===== src/sv/c2d_pkg.sv =====
// ----------------------------------------------------------------------------
// c2d_pkg
// Shared types and constants for the fixed point 2D convolution unit.
// ----------------------------------------------------------------------------
package c2d_pkg;

   // Defaults of the top level parameters
   localparam int DEF_MAX_DIM      = 64;
   localparam int DEF_MAX_IN_CH    = 8;
   localparam int DEF_MAX_OUT_CH   = 8;
   localparam int DEF_WEIGHT_DEPTH = 1024;

   // Fixed widths of the transaction fields
   localparam int CMD_W    = 2;
   localparam int INDEX_W  = 15;
   localparam int VALUE_W  = 12;
   localparam int OCH_W    = 3;
   localparam int POS_W    = 6;
   localparam int CSR_IDX_W = 3;
   localparam int CSR_DAT_W = 7;

   // Widths of effective configuration and queue payload
   localparam int DIM_W   = 8;   // up to 128
   localparam int CH_W    = 7;   // up to 64
   localparam int WB_W    = 16;  // weight base address
   localparam int RB_W0   = 18;  // signed row offset
   localparam int COORD_W = 8;   // signed tap coordinate
   localparam int PROD_W  = 2 * VALUE_W;

   localparam int QUEUE_DEPTH = 2;
   localparam int OUT_DEPTH   = 2;

   // Command codes
   localparam logic [CMD_W-1:0] CMD_LOAD_PIXEL  = 2'd0;
   localparam logic [CMD_W-1:0] CMD_LOAD_WEIGHT = 2'd1;
   localparam logic [CMD_W-1:0] CMD_COMPUTE     = 2'd2;

   // Register indexes
   localparam logic [CSR_IDX_W-1:0] CSR_HEIGHT  = 3'd0;
   localparam logic [CSR_IDX_W-1:0] CSR_WIDTH   = 3'd1;
   localparam logic [CSR_IDX_W-1:0] CSR_KERNEL  = 3'd2;
   localparam logic [CSR_IDX_W-1:0] CSR_IN_CH   = 3'd3;
   localparam logic [CSR_IDX_W-1:0] CSR_OUT_CH  = 3'd4;

   typedef enum logic [1:0] {
      OP_LOAD_PIXEL,
      OP_LOAD_WEIGHT,
      OP_COMPUTE
   } op_type;

   // Effective (clamped) configuration
   typedef struct packed {
      logic [DIM_W-1:0] height;
      logic [DIM_W-1:0] width;
      logic [1:0]       kernel;
      logic [CH_W-1:0]  in_ch;
      logic [CH_W-1:0]  out_ch;
   } cfg_type;

   // One classified transaction waiting for the back end
   typedef struct packed {
      op_type                     op;
      logic [INDEX_W-1:0]         addr;
      logic [VALUE_W-1:0]         value;
      logic [WB_W-1:0]            wbase;
      logic signed [RB_W0-1:0]    row_off;
      logic signed [COORD_W-1:0]  row0;
      logic signed [COORD_W-1:0]  col0;
   } entry_type;

   // Back end status
   typedef struct packed {
      logic       idle;
      logic [1:0] out_count;
   } bk_stat_type;

endpackage


===== src/sv/c2d_cmd_queue.sv =====
// ----------------------------------------------------------------------------
// c2d_cmd_queue
// Short register queue between the front end and the back end.
// ----------------------------------------------------------------------------
module c2d_cmd_queue (
   input  logic                clock,
   input  logic                reset,
   input  logic                push,
   input  c2d_pkg::entry_type  push_data,
   output logic                full,
   input  logic                pop,
   output logic                empty,
   output c2d_pkg::entry_type  head
);
   import c2d_pkg::*;

   localparam int PTR_W = $clog2(QUEUE_DEPTH);

   entry_type                  slot_ff [QUEUE_DEPTH];
   logic [PTR_W-1:0]           wr_ptr_ff, wr_ptr_in;
   logic [PTR_W-1:0]           rd_ptr_ff, rd_ptr_in;
   logic [$clog2(QUEUE_DEPTH+1)-1:0] count_ff, count_in;
   logic                       do_push, do_pop;

   assign full  = (count_ff == ($clog2(QUEUE_DEPTH+1))'(QUEUE_DEPTH));
   assign empty = (count_ff == '0);
   assign head  = slot_ff[rd_ptr_ff];
   assign do_push = push && !full;
   assign do_pop  = pop && !empty;

   // Advance pointers and count
   always_comb begin
      wr_ptr_in = wr_ptr_ff;
      rd_ptr_in = rd_ptr_ff;
      count_in  = count_ff;
      if (do_push) begin
         wr_ptr_in = (wr_ptr_ff == PTR_W'(QUEUE_DEPTH-1)) ? '0 : wr_ptr_ff + 1'b1;
      end
      if (do_pop) begin
         rd_ptr_in = (rd_ptr_ff == PTR_W'(QUEUE_DEPTH-1)) ? '0 : rd_ptr_ff + 1'b1;
      end
      if (do_push && !do_pop) begin
         count_in = count_ff + 1'b1;
      end else if (do_pop && !do_push) begin
         count_in = count_ff - 1'b1;
      end
   end

   always_ff @(posedge clock) begin
      if (reset) begin
         wr_ptr_ff <= '0;
         rd_ptr_ff <= '0;
         count_ff  <= '0;
      end else begin
         wr_ptr_ff <= wr_ptr_in;
         rd_ptr_ff <= rd_ptr_in;
         count_ff  <= count_in;
      end
   end

   // Store the pushed transaction
   always_ff @(posedge clock) begin
      if (do_push) begin
         slot_ff[wr_ptr_ff] <= push_data;
      end
   end

endmodule


===== config.mk =====
export PLATFORM = sky130hd
export DESIGN_NAME = c2d_cmd_queue
export DESIGN_NICKNAME = d
export VERILOG_FILES = /design/src/sv/c2d_pkg.sv /design/src/sv/c2d_cmd_queue.sv
export SDC_FILE = /design/constraint.sdc
export NUM_CORES = 1
export LEC_CHECK = 0
export BUFFER_PORTS_ARGS = -buffer_cell sky130_fd_sc_hd__buf_2
export CORE_MARGIN = 5
export CORE_UTILIZATION = 52
export DETAILED_ROUTE_END_ITERATION = 8
export HOLD_SLACK_MARGIN = 0.1
export PLACE_DENSITY = 0.79
export RECOVER_POWER = 50
export SLEW_MARGIN = 20
export SYNTH_ARGS = -nofsm -noshare
export SYNTH_HDL_FRONTEND = slang
export SYNTH_SLANG_ARGS = --single-unit

===== constraint.sdc =====
create_clock -name clock -period 4.28 [get_ports clock]
set_input_delay 1.284 -clock clock [delete_from_list [all_inputs] [get_ports clock]]
set_output_delay 1.284 -clock clock [all_outputs]
set_load 0.02 [all_outputs]

# Word level (Yosys, flattened, before mapping)
# Memory sizes are Yosys's and may differ from the RTL's. A register that Yosys moved wholly into a read port is not among the register bits.
# Cells that the tools add are included.
dict set report word_totals {
  ramBits 158
  out_inout_bits 81
  mem_count 1
  input_bits 83
  elab_cells 27
  reg_bits 4
}
dict set report op_classes {
  n_addsub 4
  n_mux 8
  n_eq_ne 1
  reduce_logical 10
}
# memory words word_bits rd rd_ports_with_merged_regs wr line
set mem_list {}
lappend mem_list {slot_ff 2 79 1 1 1 c2d_cmd_queue.sv:19} ;# entry_type slot_ff [QUEUE_DEPTH];
# cell n
set ops {}
lappend ops {{1-bit 2-to-1 mux} 6}
lappend ops {{1-bit logical AND} 4}
lappend ops {{1-bit logical NOT} 4}
lappend ops {{2-bit 2-to-1 mux} 2}
lappend ops {{1-bit adder, second input constant} 2}
lappend ops {{2-bit by 1-bit adder with 2-bit output, second input constant} 1}
lappend ops {{2-bit equality test, second input constant} 1}
lappend ops {{2-bit logical NOT} 1}
lappend ops {{2-bit nonzero test} 1}
lappend ops {{2-bit by 1-bit subtractor with 2-bit output, second input constant} 1}

# Depth between registers and ports, before layout
dict set report logic_depth {
  word_depth 7
  depth_mapped 6
  mapped_depth_nobuf 6
}

# Least setup slack after synthesis
# No wires, ideal clock.
dict set report synth_path {
  path_type {input port to flip-flop}
  startpoint {input push}
  endpoint {memory slot_ff[1][0] (netlist bit), enable pin}
  arrival_time_ns 3.318
  path_stages 3
  path_buffers 0
  path_slack_ns 0.516
  setup_time_ns 0.446
  required_ns 3.834
  cell_sequence {inv_1 > nor2_1 > and2_1}
}
dict set report synth_between {
  elab_chain_len 3
}
# element line
set synth_lines {}
lappend synth_lines {{start: declaration} c2d_cmd_queue.sv:8} ;# input logic push,
lappend synth_lines {{1-bit logical AND} c2d_cmd_queue.sv:28} ;# assign do_push = push && !full;
lappend synth_lines {{via do_push} c2d_cmd_queue.sv:23} ;# logic do_push, do_pop;
lappend synth_lines {{1-bit 2-to-1 mux} c2d_cmd_queue.sv:63} ;# if (do_push) begin
lappend synth_lines {{1-bit 2-to-1 mux (implied by the code)} c2d_cmd_queue.sv:64} ;# slot_ff[wr_ptr_ff] <= push_data;
lappend synth_lines {{end: declaration} c2d_cmd_queue.sv:19}
# The timed path passes the listed nets, and every way through them passes these cells.

# Worst setup path after layout
dict set report layout_path {
  startpoint {input push}
  endpoint {memory slot_ff[1][72] (netlist bit), enable pin}
}
# Same word-level chain as after synthesis.

==> impl_metrics.yaml <==
sta:
  fmax_mhz: 281
  tns_ns: 0
  hold_viol_final: 0
  slew_headroom_pct: -59.5
  rsz0062_at_grt: "no"
  setup_viol: 0
  worst_pin_slew_ns: 2.39
  maxSlewViolCount: 51
  min_period_ns: 3.55
  clock_skew_ns: 0.00788
  hold_slack_ns: 0.494
  period_share_pct: 83.0
power:
  pwr-share-seq_pct: 44.9
  sw_frac_of_total_pct: 29.9
  power.density_nw_per_um2: 637
  net-switching-power_mw: 1.42
  vdd_drop_max_mv: 0.351
  p_leak_nw: 2.72
  p_clk_share_pct: 29.7
  combPwrFrac_pct: 25.5
  internal-power_mw: 3.32
floorplanning:
  die_w_um: 117
  die_h_um: 117
  num_io_pins: 164
  die_area_um2: 13700
  initial_core_util_pct: 52.6
  core_um2: 11300
  rows: 39
worst_setup_path:
  path_max_fanout: 51
  crit_path_end: "slot_ff[1][72]"
  worstSetupStartpointType: "primary input"
  worstRegToRegCells: 4
  critPathKind: "primary input to register"
  cp-end-kind: "register"
  rrSetupSlack_ns: 1.21
  r2r-end: "slot_ff[1][72]"
  worstPathArrival_ns: 3.65
  cp-startpoint: "push"
  r2r-start: "count_ff[0]"
  cp.required_ns: 4.38
cts:
  clock_latency_ns: 0.41
  cts_hold_buf: 0
  cts_resized: 0
  cts_tree: "built"
  root_buffer: "clkbuf_16"
  cts.clk_slew.worst_paths_ns: 0.06
  postCtsSetupBuffers: 0
  cts_inserted_buffers: 17
  clk_path_buf_depth: 2
  ctsHtreeMaxLevel: 4
  cts.sinks: 163
drt:
  drc_errors: 0
  detail_route.vias_per_cell: 4.99
  vias: 3016
  first_pass_iters: 4
  drt-initial-drc-count: 130
  ant_nets: 0
  wl_per_cell_um: 17.0
  wl_mm: 10.3
placement:
  gp_congestion: 0.719
  dp_hpwl_mm: 6.98
  portBuffers: 163
global_route:
  grt_pass1_vias: 3110
  antenna_found_initial: 1
  grt_max_degree: 52
  grt.total_usage_pct: 15.1
  grt_remaining_overflow: 0
  grt_pass1_wl_mm: 15.3
cells_and_area:
  layout.nets: 532
  fillCellCount: 811
  final_common_cell: "edfxtp_1"
  final_cell_mix: "edfxtp_1 (158), buf_2 (119), mux2_2 (69), clkbuf_1 (44), clkbuf_16 (17)"
  n_antenna_cell: 0
  syn_to_final_growth_pct: 25.1
  drive_gt1_share_pct: 51.2
flow_run:
  max_cap_viol_count: 1
synth:
  synth.largest_area_cell: "edfxtp_1"
  yosysUniqueCellTypes: 15
  yosys-top-cells-area: "edfxtp_1 (80%), mux2_2 (13%), mux2_4 (2.5%)"
  ys_seq_area_share_pct: 81.4
  syn_area_um2: 5950
  ys.warnings.count: 0
  syn_inst: 271
  synth.top_cell.area_share_pct: 79.7
  avgSynthCellArea_um2: 22.0
  syn_nets: 355
  synth-seq-cells: 163
hold_path:
  min_from: "wr_ptr_ff"
  hold_class: "register to register"
run_status:
  violations: "capacitance limit, slew limit"
  status: "finished with violations"
[state kept, by name, indices dropped and copies added, names as in the netlist, named ones only]
register   count
slot_ff      158
rd_ptr_ff      1
count_ff       2
wr_ptr_ff      1
[worst max-delay path, stage by stage]
cell and delay [ns]:
buf_2 0.07, inv_1 0.04, nor2_1 0.17, and2_1 1.78, buf_12 0.28
[per-layer routing]
| metal | GRT usage [%] | part of all wire [%] | vias up |
|---|---|---|---|
| li1 | - | - | 1432 |
| met1 | 17.8 | 39 | 1455 |
| met2 | 25.4 | 52 | 112 |
| met3 | 5.30 | 7.9 | 15 |
| met4 | 6.27 | 1.5 | 2 |
| met5 | 0 | 0.13 | - |
[cell usage after synthesis (all sizes together)]
cell type  number
inv             2
nor2            5
xor2            3
nor2b           1
and2            1
o21ai           3
or3             2
mux2           79
edfxtp        158
buf             9
a21oi           2
ha              1
dfxtp           5
[worst min path at each step]
stage / to / slack, ns / cells past startpoint
6_report: wr_ptr_ff / 0.49 / 2
5_1_grt: register / 0.55 / 2
4_1_cts: wr_ptr_ff / 0.50 / 2
3_5_place_dp: wr_ptr_ff / 0.49 / 2
3_3_place_gp: wr_ptr_ff / 0.47 / 2
2_1_floorplan: wr_ptr_ff / 0.45 / 2
[cells by family (layout without fill, tap and decap cells)]
logic type / Yosys count / after routing / synth area share [%]
xor gates and xnor gates: 3 / 3 / 0.441
and+or+nand+nor: 9 / 9 / 0.778
buffers and inverters: 11 / 201 / 1.20
adders and majority gates: 1 / 1 / 0.210
AOI/OAI and AO/OA: 5 / 5 / 0.420
DFF: 163 / 163 / 81.4
muxes: 79 / 79 / 15.6
[layout make-up]
class / count / area (um2) / area share (%)
Clock buffer: 17 / 425 / 5.71
Clock inverter: 15 / 133 / 1.78
Inverter: 2 / 8.76 / 0.118
Multi-Input combinational cell: 97 / 1040 / 13.9
Sequential cell: 163 / 4850 / 65.1
Tap cell: 143 / 179 / 2.40
Timing Repair Buffer: 167 / 816 / 11.0
[power groups by stage]
stage                     registers (mW)  clock network, mW  logic (mW)
final                               2.13               1.41        1.21
after global routing                2.15               1.51        1.29
after CTS                           2.13               1.44        1.24
after detailed placement            2.16                  0        1.23
after global placement              2.15                  0        1.22
after floorplan                     2.09                  0       0.912
[stage by stage]
step	std cells	power, mW	util, %	setup WS (ns)	cell area, um2
final	604	4.74	65.8	0.727	7450
after global routing	604	4.95	65.8	0.547	7450
after CTS	604	4.81	66.3	0.874	7500
after detailed placement	572	3.40	61.4	1.19	6950
after global placement	572	3.36	61.4	1.22	6950
after floorplan	271	3.00	-	0.516	5950
(Power assumes the default switching activity.)
