$ cat config.mk
export PLATFORM = sky130hd
export DESIGN_NAME = c2d_front
export DESIGN_NICKNAME = d
export VERILOG_FILES = /design/src/sv/c2d_pkg.sv /design/src/sv/c2d_front.sv
export SDC_FILE = /design/constraint.sdc
export NUM_CORES = 1
export LEC_CHECK = 0
export CAP_MARGIN = 20
export CORE_MARGIN = 4
export CORE_UTILIZATION = 25
export DETAILED_ROUTE_END_ITERATION = 8
export DONT_BUFFER_PORTS = 1
export SLEW_MARGIN = 20
export SYNTH_ARGS = -nofsm -noshare
export SYNTH_HDL_FRONTEND = slang
export SYNTH_SLANG_ARGS = --single-unit
export TNS_END_PERCENT = 30
$ cat constraint.sdc
create_clock -name vclk -period 11.18
set_input_delay 2.236 -clock vclk [all_inputs]
set_output_delay 2.236 -clock vclk [all_outputs]
set_load 0.1 [all_outputs]
$ cat src/sv/c2d_pkg.sv
// ----------------------------------------------------------------------------
// c2d_pkg
// Shared types and constants for the fixed point 2D convolution unit.
// ----------------------------------------------------------------------------
package c2d_pkg;

   // Defaults of the top level parameters
   localparam int DEF_MAX_DIM      = 64;
   localparam int DEF_MAX_IN_CH    = 8;
   localparam int DEF_MAX_OUT_CH   = 8;
   localparam int DEF_WEIGHT_DEPTH = 1024;

   // Fixed widths of the transaction fields
   localparam int CMD_W    = 2;
   localparam int INDEX_W  = 15;
   localparam int VALUE_W  = 12;
   localparam int OCH_W    = 3;
   localparam int POS_W    = 6;
   localparam int CSR_IDX_W = 3;
   localparam int CSR_DAT_W = 7;

   // Widths of effective configuration and queue payload
   localparam int DIM_W   = 8;   // up to 128
   localparam int CH_W    = 7;   // up to 64
   localparam int WB_W    = 16;  // weight base address
   localparam int RB_W0   = 18;  // signed row offset
   localparam int COORD_W = 8;   // signed tap coordinate
   localparam int PROD_W  = 2 * VALUE_W;

   localparam int QUEUE_DEPTH = 2;
   localparam int OUT_DEPTH   = 2;

   // Command codes
   localparam logic [CMD_W-1:0] CMD_LOAD_PIXEL  = 2'd0;
   localparam logic [CMD_W-1:0] CMD_LOAD_WEIGHT = 2'd1;
   localparam logic [CMD_W-1:0] CMD_COMPUTE     = 2'd2;

   // Register indexes
   localparam logic [CSR_IDX_W-1:0] CSR_HEIGHT  = 3'd0;
   localparam logic [CSR_IDX_W-1:0] CSR_WIDTH   = 3'd1;
   localparam logic [CSR_IDX_W-1:0] CSR_KERNEL  = 3'd2;
   localparam logic [CSR_IDX_W-1:0] CSR_IN_CH   = 3'd3;
   localparam logic [CSR_IDX_W-1:0] CSR_OUT_CH  = 3'd4;

   typedef enum logic [1:0] {
      OP_LOAD_PIXEL,
      OP_LOAD_WEIGHT,
      OP_COMPUTE
   } op_type;

   // Effective (clamped) configuration
   typedef struct packed {
      logic [DIM_W-1:0] height;
      logic [DIM_W-1:0] width;
      logic [1:0]       kernel;
      logic [CH_W-1:0]  in_ch;
      logic [CH_W-1:0]  out_ch;
   } cfg_type;

   // One classified transaction waiting for the back end
   typedef struct packed {
      op_type                     op;
      logic [INDEX_W-1:0]         addr;
      logic [VALUE_W-1:0]         value;
      logic [WB_W-1:0]            wbase;
      logic signed [RB_W0-1:0]    row_off;
      logic signed [COORD_W-1:0]  row0;
      logic signed [COORD_W-1:0]  col0;
   } entry_type;

   // Back end status
   typedef struct packed {
      logic       idle;
      logic [1:0] out_count;
   } bk_stat_type;

endpackage

$ cat src/sv/c2d_front.sv
// ----------------------------------------------------------------------------
// c2d_front
// Classifies incoming transactions and precomputes compute start addresses.
// ----------------------------------------------------------------------------
module c2d_front #(
   parameter int MAX_IN_CH    = c2d_pkg::DEF_MAX_IN_CH,
   parameter int MAX_DIM      = c2d_pkg::DEF_MAX_DIM,
   parameter int WEIGHT_DEPTH = c2d_pkg::DEF_WEIGHT_DEPTH
) (
   input  c2d_pkg::cfg_type                  cfg,
   input  logic [c2d_pkg::CMD_W-1:0]         command,
   input  logic [c2d_pkg::INDEX_W-1:0]       load_index,
   input  logic signed [c2d_pkg::VALUE_W-1:0] load_value,
   input  logic [c2d_pkg::OCH_W-1:0]         out_channel,
   input  logic [c2d_pkg::POS_W-1:0]         out_row,
   input  logic [c2d_pkg::POS_W-1:0]         out_col,
   output logic                              keep,
   output c2d_pkg::entry_type                entry
);
   import c2d_pkg::*;

   localparam int PIXEL_DEPTH = MAX_IN_CH * MAX_DIM * MAX_DIM;

   logic                       pix_ok, wt_ok, cmp_ok;
   logic [COORD_W-1:0]         off;
   logic [3:0]                 kk;
   logic [10:0]                ch_span;
   logic signed [COORD_W-1:0]  r0, c0;
   logic signed [RB_W0-1:0]    row_off;

   // Range checks per command
   always_comb begin
      pix_ok = (32'(load_index) < PIXEL_DEPTH);
      wt_ok  = (32'(load_index) < WEIGHT_DEPTH);
      cmp_ok = ({4'd0, out_channel} < cfg.out_ch) &&
               ({2'd0, out_row} < cfg.height) &&
               ({2'd0, out_col} < cfg.width);
   end

   // Start coordinates and base addresses of a compute
   always_comb begin
      off     = (cfg.kernel == 2'd3) ? COORD_W'(1) : '0;
      kk      = (cfg.kernel == 2'd3) ? 4'd9 : 4'd1;
      ch_span = 11'(cfg.in_ch * kk);
      r0      = $signed(COORD_W'(out_row) - off);
      c0      = $signed(COORD_W'(out_col) - off);
      row_off = RB_W0'(r0 * $signed({1'b0, cfg.width}));
   end

   // Classify and drop what has no effect
   always_comb begin
      entry.op      = OP_COMPUTE;
      entry.addr    = load_index;
      entry.value   = load_value;
      entry.wbase   = WB_W'(out_channel * ch_span);
      entry.row_off = row_off;
      entry.row0    = r0;
      entry.col0    = c0;
      keep          = 1'b0;
      unique case (command)
         CMD_LOAD_PIXEL: begin
            entry.op = OP_LOAD_PIXEL;
            keep     = pix_ok;
         end
         CMD_LOAD_WEIGHT: begin
            entry.op = OP_LOAD_WEIGHT;
            keep     = wt_ok;
         end
         CMD_COMPUTE: begin
            entry.op = OP_COMPUTE;
            keep     = cmp_ok;
         end
         default: begin
            keep = 1'b0;
         end
      endcase
   end

endmodule

Yosys cells after proc, flatten, opt, wreduce, memory -nomap -nowiden
Cells that the tools add are included.
- flip-flop bits (word level): 0
- order comparisons: 4
- $add $sub $neg: 2
- equality and inequality tests: 3
- reductions and logical operators: 3
- multipliers: 3
- mux-type cells: 4
- operator list (cell ; number):
    6-bit by 8-bit less-than comparator with 1-bit output ; 2
    7-bit by 9-bit multiplier with 16-bit output ; 1
    15-bit by 11-bit less-than comparator with 1-bit output, second input constant ; 1
    3-bit by 11-bit multiplier with 14-bit output ; 1
    6-bit by 1-bit subtractor with 7-bit output ; 2
    7-bit by 4-bit multiplier with 11-bit output ; 1
    3-bit by 7-bit less-than comparator with 1-bit output ; 1
    2-bit equality test, second input constant ; 2
    4-bit two-way mux ; 1
    2-bit case mux with 2 select lines ; 1
    1-bit case mux with 3 select lines ; 1
    2-bit by 1-bit equality test with 1-bit output, second input constant ; 1
    1-bit logical AND ; 2
    2-bit zero test ; 1
    1-bit two-way mux ; 1

Depth between registers and ports, before layout
Gate-level depths: netlist of the first run.
- depth after elaboration: 4
- gate-level depth with buffers: 24
- depth with buffers taken out: 21

Least setup slack after synthesis of the first run
Ideal clock, no wire load.
- kind: input-to-output
- start: input port cfg[14] (netlist name)
- end: output port entry[32] (netlist name)
- buffers on the path: 2
- cell stages on the path: 18
- slack: -0.869 ns
- data arrival time: 9.813 ns
- cell sequence: and2_1 buf_2 ha_1 xor2_1 and2_1 fa_1 fa_1 fa_1 inv_1 fa_1 inv_1 ha_1 a21oi_1 o21ai_0 o2111ai_1 a31oi_1 xnor2_1 buf_4
- RTL lines (element ; line ; text):
    start, declared ; c2d_front.sv:10 ; input c2d_pkg::cfg_type cfg,
    end, declared ; c2d_front.sv:18 ; output c2d_pkg::entry_type entry

==> summary.md, run 1 <==
| Metric | Value |
|---|---|
| CTS resizes | 0 |
| Cell mode on critical path | fa_1 |
| Layout area overhead | 13.8% |
| Cell family with most CP delay | adder cells |
| Fin. max-slew vios | 0 |
| Via-to-Cell Ratio | about 4.5 |
| Critical Path AT | 7.98 ns |
| Drt drc | 0 |
| Layout cell share with drive strength beyond 1 | a little over an eighth |
| WL final | 9670 µm |
| Slowest-stage cell, CP | fa_1 |
| Clk pwr share | 0% |
| Area fraction of the dominant cell type after synthesis | between 20% and 30% |
| Synth Cell Area | 3930 µm² |
| Leakage power | 2.39 nW |
| Die Area | about 18000 µm² |
| Sw Pwr | 0.623 mW |
| Via count | 3203 |
| Starting Density | 25.6% |
| Path type of the worst setup path | in2out |
| Main area contributors after synthesis | ha_1 (25%), fa_1 (21%), inv_1 (7.6%) |
| First-pass GRT wire length | 15800 µm |
| IO Port Bufs | 0 |
| Register area | 0 µm² |
| Data required, critical path | 8.94 ns |
| Routed len/inst | 13.6 µm |
| Crit. End Element | primary output |
| Initial antenna violation count | 0 |
| RSZ-0062 raised after global routing | false |
| Reg power frac | 0% |
| Largest stage delay on the critical path | 0.54 ns |
| Final Hold Vio Count | 0 |
| DRT Pass-1 Iters | 4 |
| Largest net degree at the start of global routing | 14 |
| Initial drt markers | between 80 and 90 |
| Pwr/cell area | approximately 190 nW/µm² |
| GRT Total Usage | 10.5% |
| Global placement routability congestion | 0.868 |
| CORE AREA | 15300 µm² |
| Max-capacitance violation count | 0 |
| Switching share of power | between 70% and 80% |
| Die width | 133 µm |
| Die height | 133 µm |
| Post-synth top cells | inv_1 (80), ha_1 (78), nor2_1 (48), nand2_1 (45), fa_1 (41) |
| Finished Layout Cells | 710 |
| Footprint of the multi-input gates | ~3600 µm² |
| VDD IR max | 248 µV |
| Slew margin rel. | about a fifth |
| Post-CTS Setup Inserts | 0 |
| Synth warnings | 0 |
| Setup Viol. Count Final | 0 |
| Critical path cell sequence | and2_1 -> buf_4 -> ha_1 -> nand2b_1 -> nor3_1 -> nand2_1 -> or2_2 -> fa_1 -> fa_1 -> inv_1 -> fa_1 -> inv_1 -> fa_1 -> inv_1 -> ha_1 -> o211ai_1 -> o21ai_0 -> o2111ai_1 -> a31oi_1 -> xnor2_4 -> buf_4 |
| Row count | 45 |
| IO Count | 156 |
| Cells after Synth | ~510 |
| Worst Path Max Fanout | 10 |
| Status | completed |
| Vias in the first global route | around 3200 |
| CP Buf/Inv Count | 5 |
| Sequential cell count | 0 |
| Min Tclk post-route | roughly 10 ns |
| Setup TNS | 0 ns |
| Hold buffers post-CTS | 0 |
| Worst min path class | in2out |
| Final ANT Viol Nets | 0 |
| Clkbuf count | 0 |
| Comb pwr share | 100.0% |
| Syn avg cell area | 7.73 µm² |
| Period utilization | between 90% and 100% |
| Maximum clock frequency | 97.9 MHz |
| Placed Cells | 710 |
| Final net count | 696 |
| Most frequent cell after synthesis | inv_1 |
| Filler Cell Count | 1691 |
| Count of cell types in the netlist | 46 |
| Cell taking the most area after synthesis | ha_1 |
| Sequential area share after synthesis | 0% |
| Crit start category | input port |
| Pint | 0.228 mW |
| Dpl hpwl | 8700 µm |
| Antenna Cells | 0 |
| Slew at the pin closest to its max-slew limit | 1.18 ns |
| GRT overflow | 0 |
## layout make-up
| class | instances | share of cell area [%] |
|---|---|---|
| repair buffers | 30 | 6.94 |
| inverters | 80 | 6.72 |
| well taps | 211 | 5.91 |
| multi-input cells | 389 | 80.4 |
## metal layers
layer  up-vias  routed length [µm]  track usage [%]
li1       1595                   -                -
met1      1515                4390             14.8
met2        93                4580             17.7
met3         0                 694             2.27
met4         0                   0                0
met5         -                   0                0
## cells by family after synthesis
kind of cell	after synthesis	share of synthesized area, %
multiplexers	4	1.08
AO/OA/AOI/OAI	70	11.5
AND/OR/NAND/NOR	165	20.4
buffers and inverters	120	14.7
adder cells (fa/ha/maj)	119	45.7
other	1	0.0955
XOR/XNOR	29	6.47
## path summary, 6_finish.rpt
path | from | end | depth (start not counted) | slack [ns]
hold / removal | load_index[4] | entry[66] | 0 | 4.47
setup / recovery | cfg[14] | entry[33] | 21 | 0.97
## power groups by stage
stage          Clock (mW)  Combinational (mW)  Sequential, mW
2_1_floorplan           0               0.722               0
3_3_place_gp            0               0.852               0
3_5_place_dp            0               0.856               0
4_1_cts                 0               0.860               0
5_1_grt                 0               0.909               0
6_report                0               0.851               0
## layout by cell type (no fill, tap or decap), drive strengths merged, types with 2 or more instances in the layout
master,instances
inv,80
ha,78
nor2,48
nand2,45
fa,41
buf,28
a21oi,23
and2,19
xnor2,15
nor2b,14
o21ai,14
xor2,14
nand3,9
a21o,8
and3,7
nand2b,5
a211oi,4
nand3b,3
o2111ai,3
or4,3
o21a,3
nor3,3
a31oi,3
a21boi,3
or3,2
mux2,2
or2,2
nand4b,2
o41ai,2
o31a,2
mux2i,2
conb,2
clkbuf,2
## metrics by stage
step	total power [mW]	hold WS (ns)	setup slack [ns]	utilization (%)	cell area (µm²)
2_1_floorplan	0.722	4.68	0.135	-	3950
3_3_place_gp	0.852	4.47	0.943	29.1	4450
3_5_place_dp	0.856	4.47	0.890	29.2	4470
4_1_cts	0.860	4.47	0.878	29.2	4470
5_1_grt	0.909	4.47	0.463	29.2	4470
6_report	0.851	4.47	0.968	29.2	4470
Note: power is estimated with default switching activity, not from simulation.
==> run 2: changes to the inputs <==
CORE_UTILIZATION = 46   (was 25)
RECOVER_POWER = 25   (was not set)
==> summary.md, run 2 (synthesized netlist as in run 1, its figures left out) <==
| Metric | Value |
|---|---|
| Status | completed |
| Slowest-stage cell, CP | fa_1 |
| Sequential cell count | 0 |
| Crit start category | input port |
| Final Core Density | roughly half |
| IO Count | 156 |
| Cell family with most CP delay | adder cells |
| Period utilization | around 93% |
| Routed len/inst | 14.9 µm |
| GRT overflow | 0 |
| Commonest non-fill, non-tap cell in the layout | inv_1 |
| Fin. max-slew vios | 0 |
| Largest stage delay on the critical path | 0.54 ns |
| WL final | 8980 µm |
| Setup Viol. Count Final | 0 |
| Critical path cell sequence | and2_1 -> ha_1 -> nand2b_1 -> nor3_1 -> nand2_1 -> or2_2 -> fa_1 -> fa_1 -> inv_1 -> fa_1 -> inv_1 -> fa_1 -> inv_1 -> ha_1 -> o211ai_1 -> o21ai_0 -> o2111ai_1 -> a31oi_1 -> xnor2_4 -> buf_4 |
| Most frequent cells in the layout | inv_1 (79), ha_1 (78), nor2_1 (47), nand2_1 (45), fa_1 (41) |
| Worst min path class | in2out |
| Min Tclk post-route | 10.35 ns |
| Vias in the first global route | 3273 |
| Register area | 0 µm² |
| Filler Cell Count | just over 800 |
| Path type of the worst setup path | in2out |
| Slew at the pin closest to its max-slew limit | around 1.2 ns |
| CP Buf/Inv Count | 4 |
| Maximum clock frequency | 96.6 MHz |
| Die width | about 100 µm |
| CORE AREA | 8260 µm² |
| Crit. End Element | primary output |
| Clkbuf count | 0 |
| Via count | 3251 |
| Initial antenna violation count | 0 |
| Global placement routability congestion | 0.828 |
| Dpl hpwl | 7990 µm |
| Layout cell share with drive strength beyond 1 | between 10% and 20% |
| Hold path depth | 0 |
| Setup TNS | 0 ns |
| Starting Density | 47.6% |
| Initial drt markers | 143 |
| Slew margin rel. | 20.9% |
| Die Area | between 10000 and 15000 µm² |
| Via-to-Cell Ratio | approximately 5.4 |
| IO Port Bufs | 0 |
| Drt drc | 0 |
| CTS resizes | 0 |
| GRT Total Usage | 17.9% |
| Critical Path AT | between 8 and 9 ns |
| RSZ-0062 raised after global routing | false |
| Post-CTS Setup Inserts | 0 |
| Final net count | 694 |
| Final ANT Viol Nets | 0 |
| Final Hold Vio Count | 0 |
| Layout area overhead | 8.41% |
| Cell mode on critical path | fa_1 |
| Leakage power | 2.36 nW |
| Hold EP | entry[53] |
| Largest net degree at the start of global routing | 14 |
| Worst Path Max Fanout | 10 |
| Hold Crit Start | load_value[3] |
| Pwr/cell area | roughly 190 nW/µm² |
| VDD IR max | 296 µV |
| DRT Pass-1 Iters | 4 |
| Row count | 33 |
| Die height | 100 µm |
| Hold buffers post-CTS | 0 |
| First-pass GRT wire length | 15200 µm |
| Data required, critical path | between 8 and 9 ns |
| Max-capacitance violation count | 0 |
| Antenna Cells | 0 |
run 2: cell type report:
cell class | instances | area, µm² | area share, %
Multi-Input combinational cell | 389 | 3570 | 83.7
Inverter | 80 | 300 | 7.05
Timing Repair Buffer | 28 | 260 | 6.11
Tap cell | 105 | 131 | 3.09
run 2: metal layers:
metal / vias to the layer above / GRT usage [%] / wire length, µm
met5: - / 0 / 0
met4: 0 / 2.80 / 144
met3: 12 / 2.02 / 547
met2: 101 / 30.0 / 4180
met1: 1538 / 25.4 / 4100
li1: 1600 / - / -
run 2: stage by stage:
| step | worst slack [ns] | hold slack [ns] | instance area, µm² | power (mW) | instances |
|---|---|---|---|---|---|
| 6_report | 0.825 | 4.47 | 4260 | 0.817 | 602 |
| 3_5_place_dp | 0.826 | 4.47 | 4260 | 0.820 | 602 |
| 3_3_place_gp | 0.961 | 4.47 | 4260 | 0.815 | 602 |
| 4_1_cts | 0.812 | 4.47 | 4260 | 0.824 | 602 |
| 5_1_grt | 0.341 | 4.47 | 4260 | 0.872 | 602 |
| 2_1_floorplan | 0.135 | 4.68 | 3950 | 0.722 | 509 |
run 2: worst max-delay path by stage:
stage	startpoint	end	slack, ns	depth (start not counted)
6_report	cfg[14]	entry[32]	0.83	20
5_1_grt	cfg[14]	entry[32]	0.34	20
4_1_cts	cfg[14]	entry[32]	0.81	20
3_5_place_dp	cfg[14]	entry[32]	0.83	20
3_3_place_gp	cfg[14]	entry[32]	0.96	20
2_1_floorplan	cfg[14]	entry[32]	0.14	22
run 2: report_power, final:
| part | switching (mW) | internal, mW |
|---|---|---|
| logic | 0.614 | 0.203 |
| registers | 0 | 0 |
| clock network | 0 | 0 |
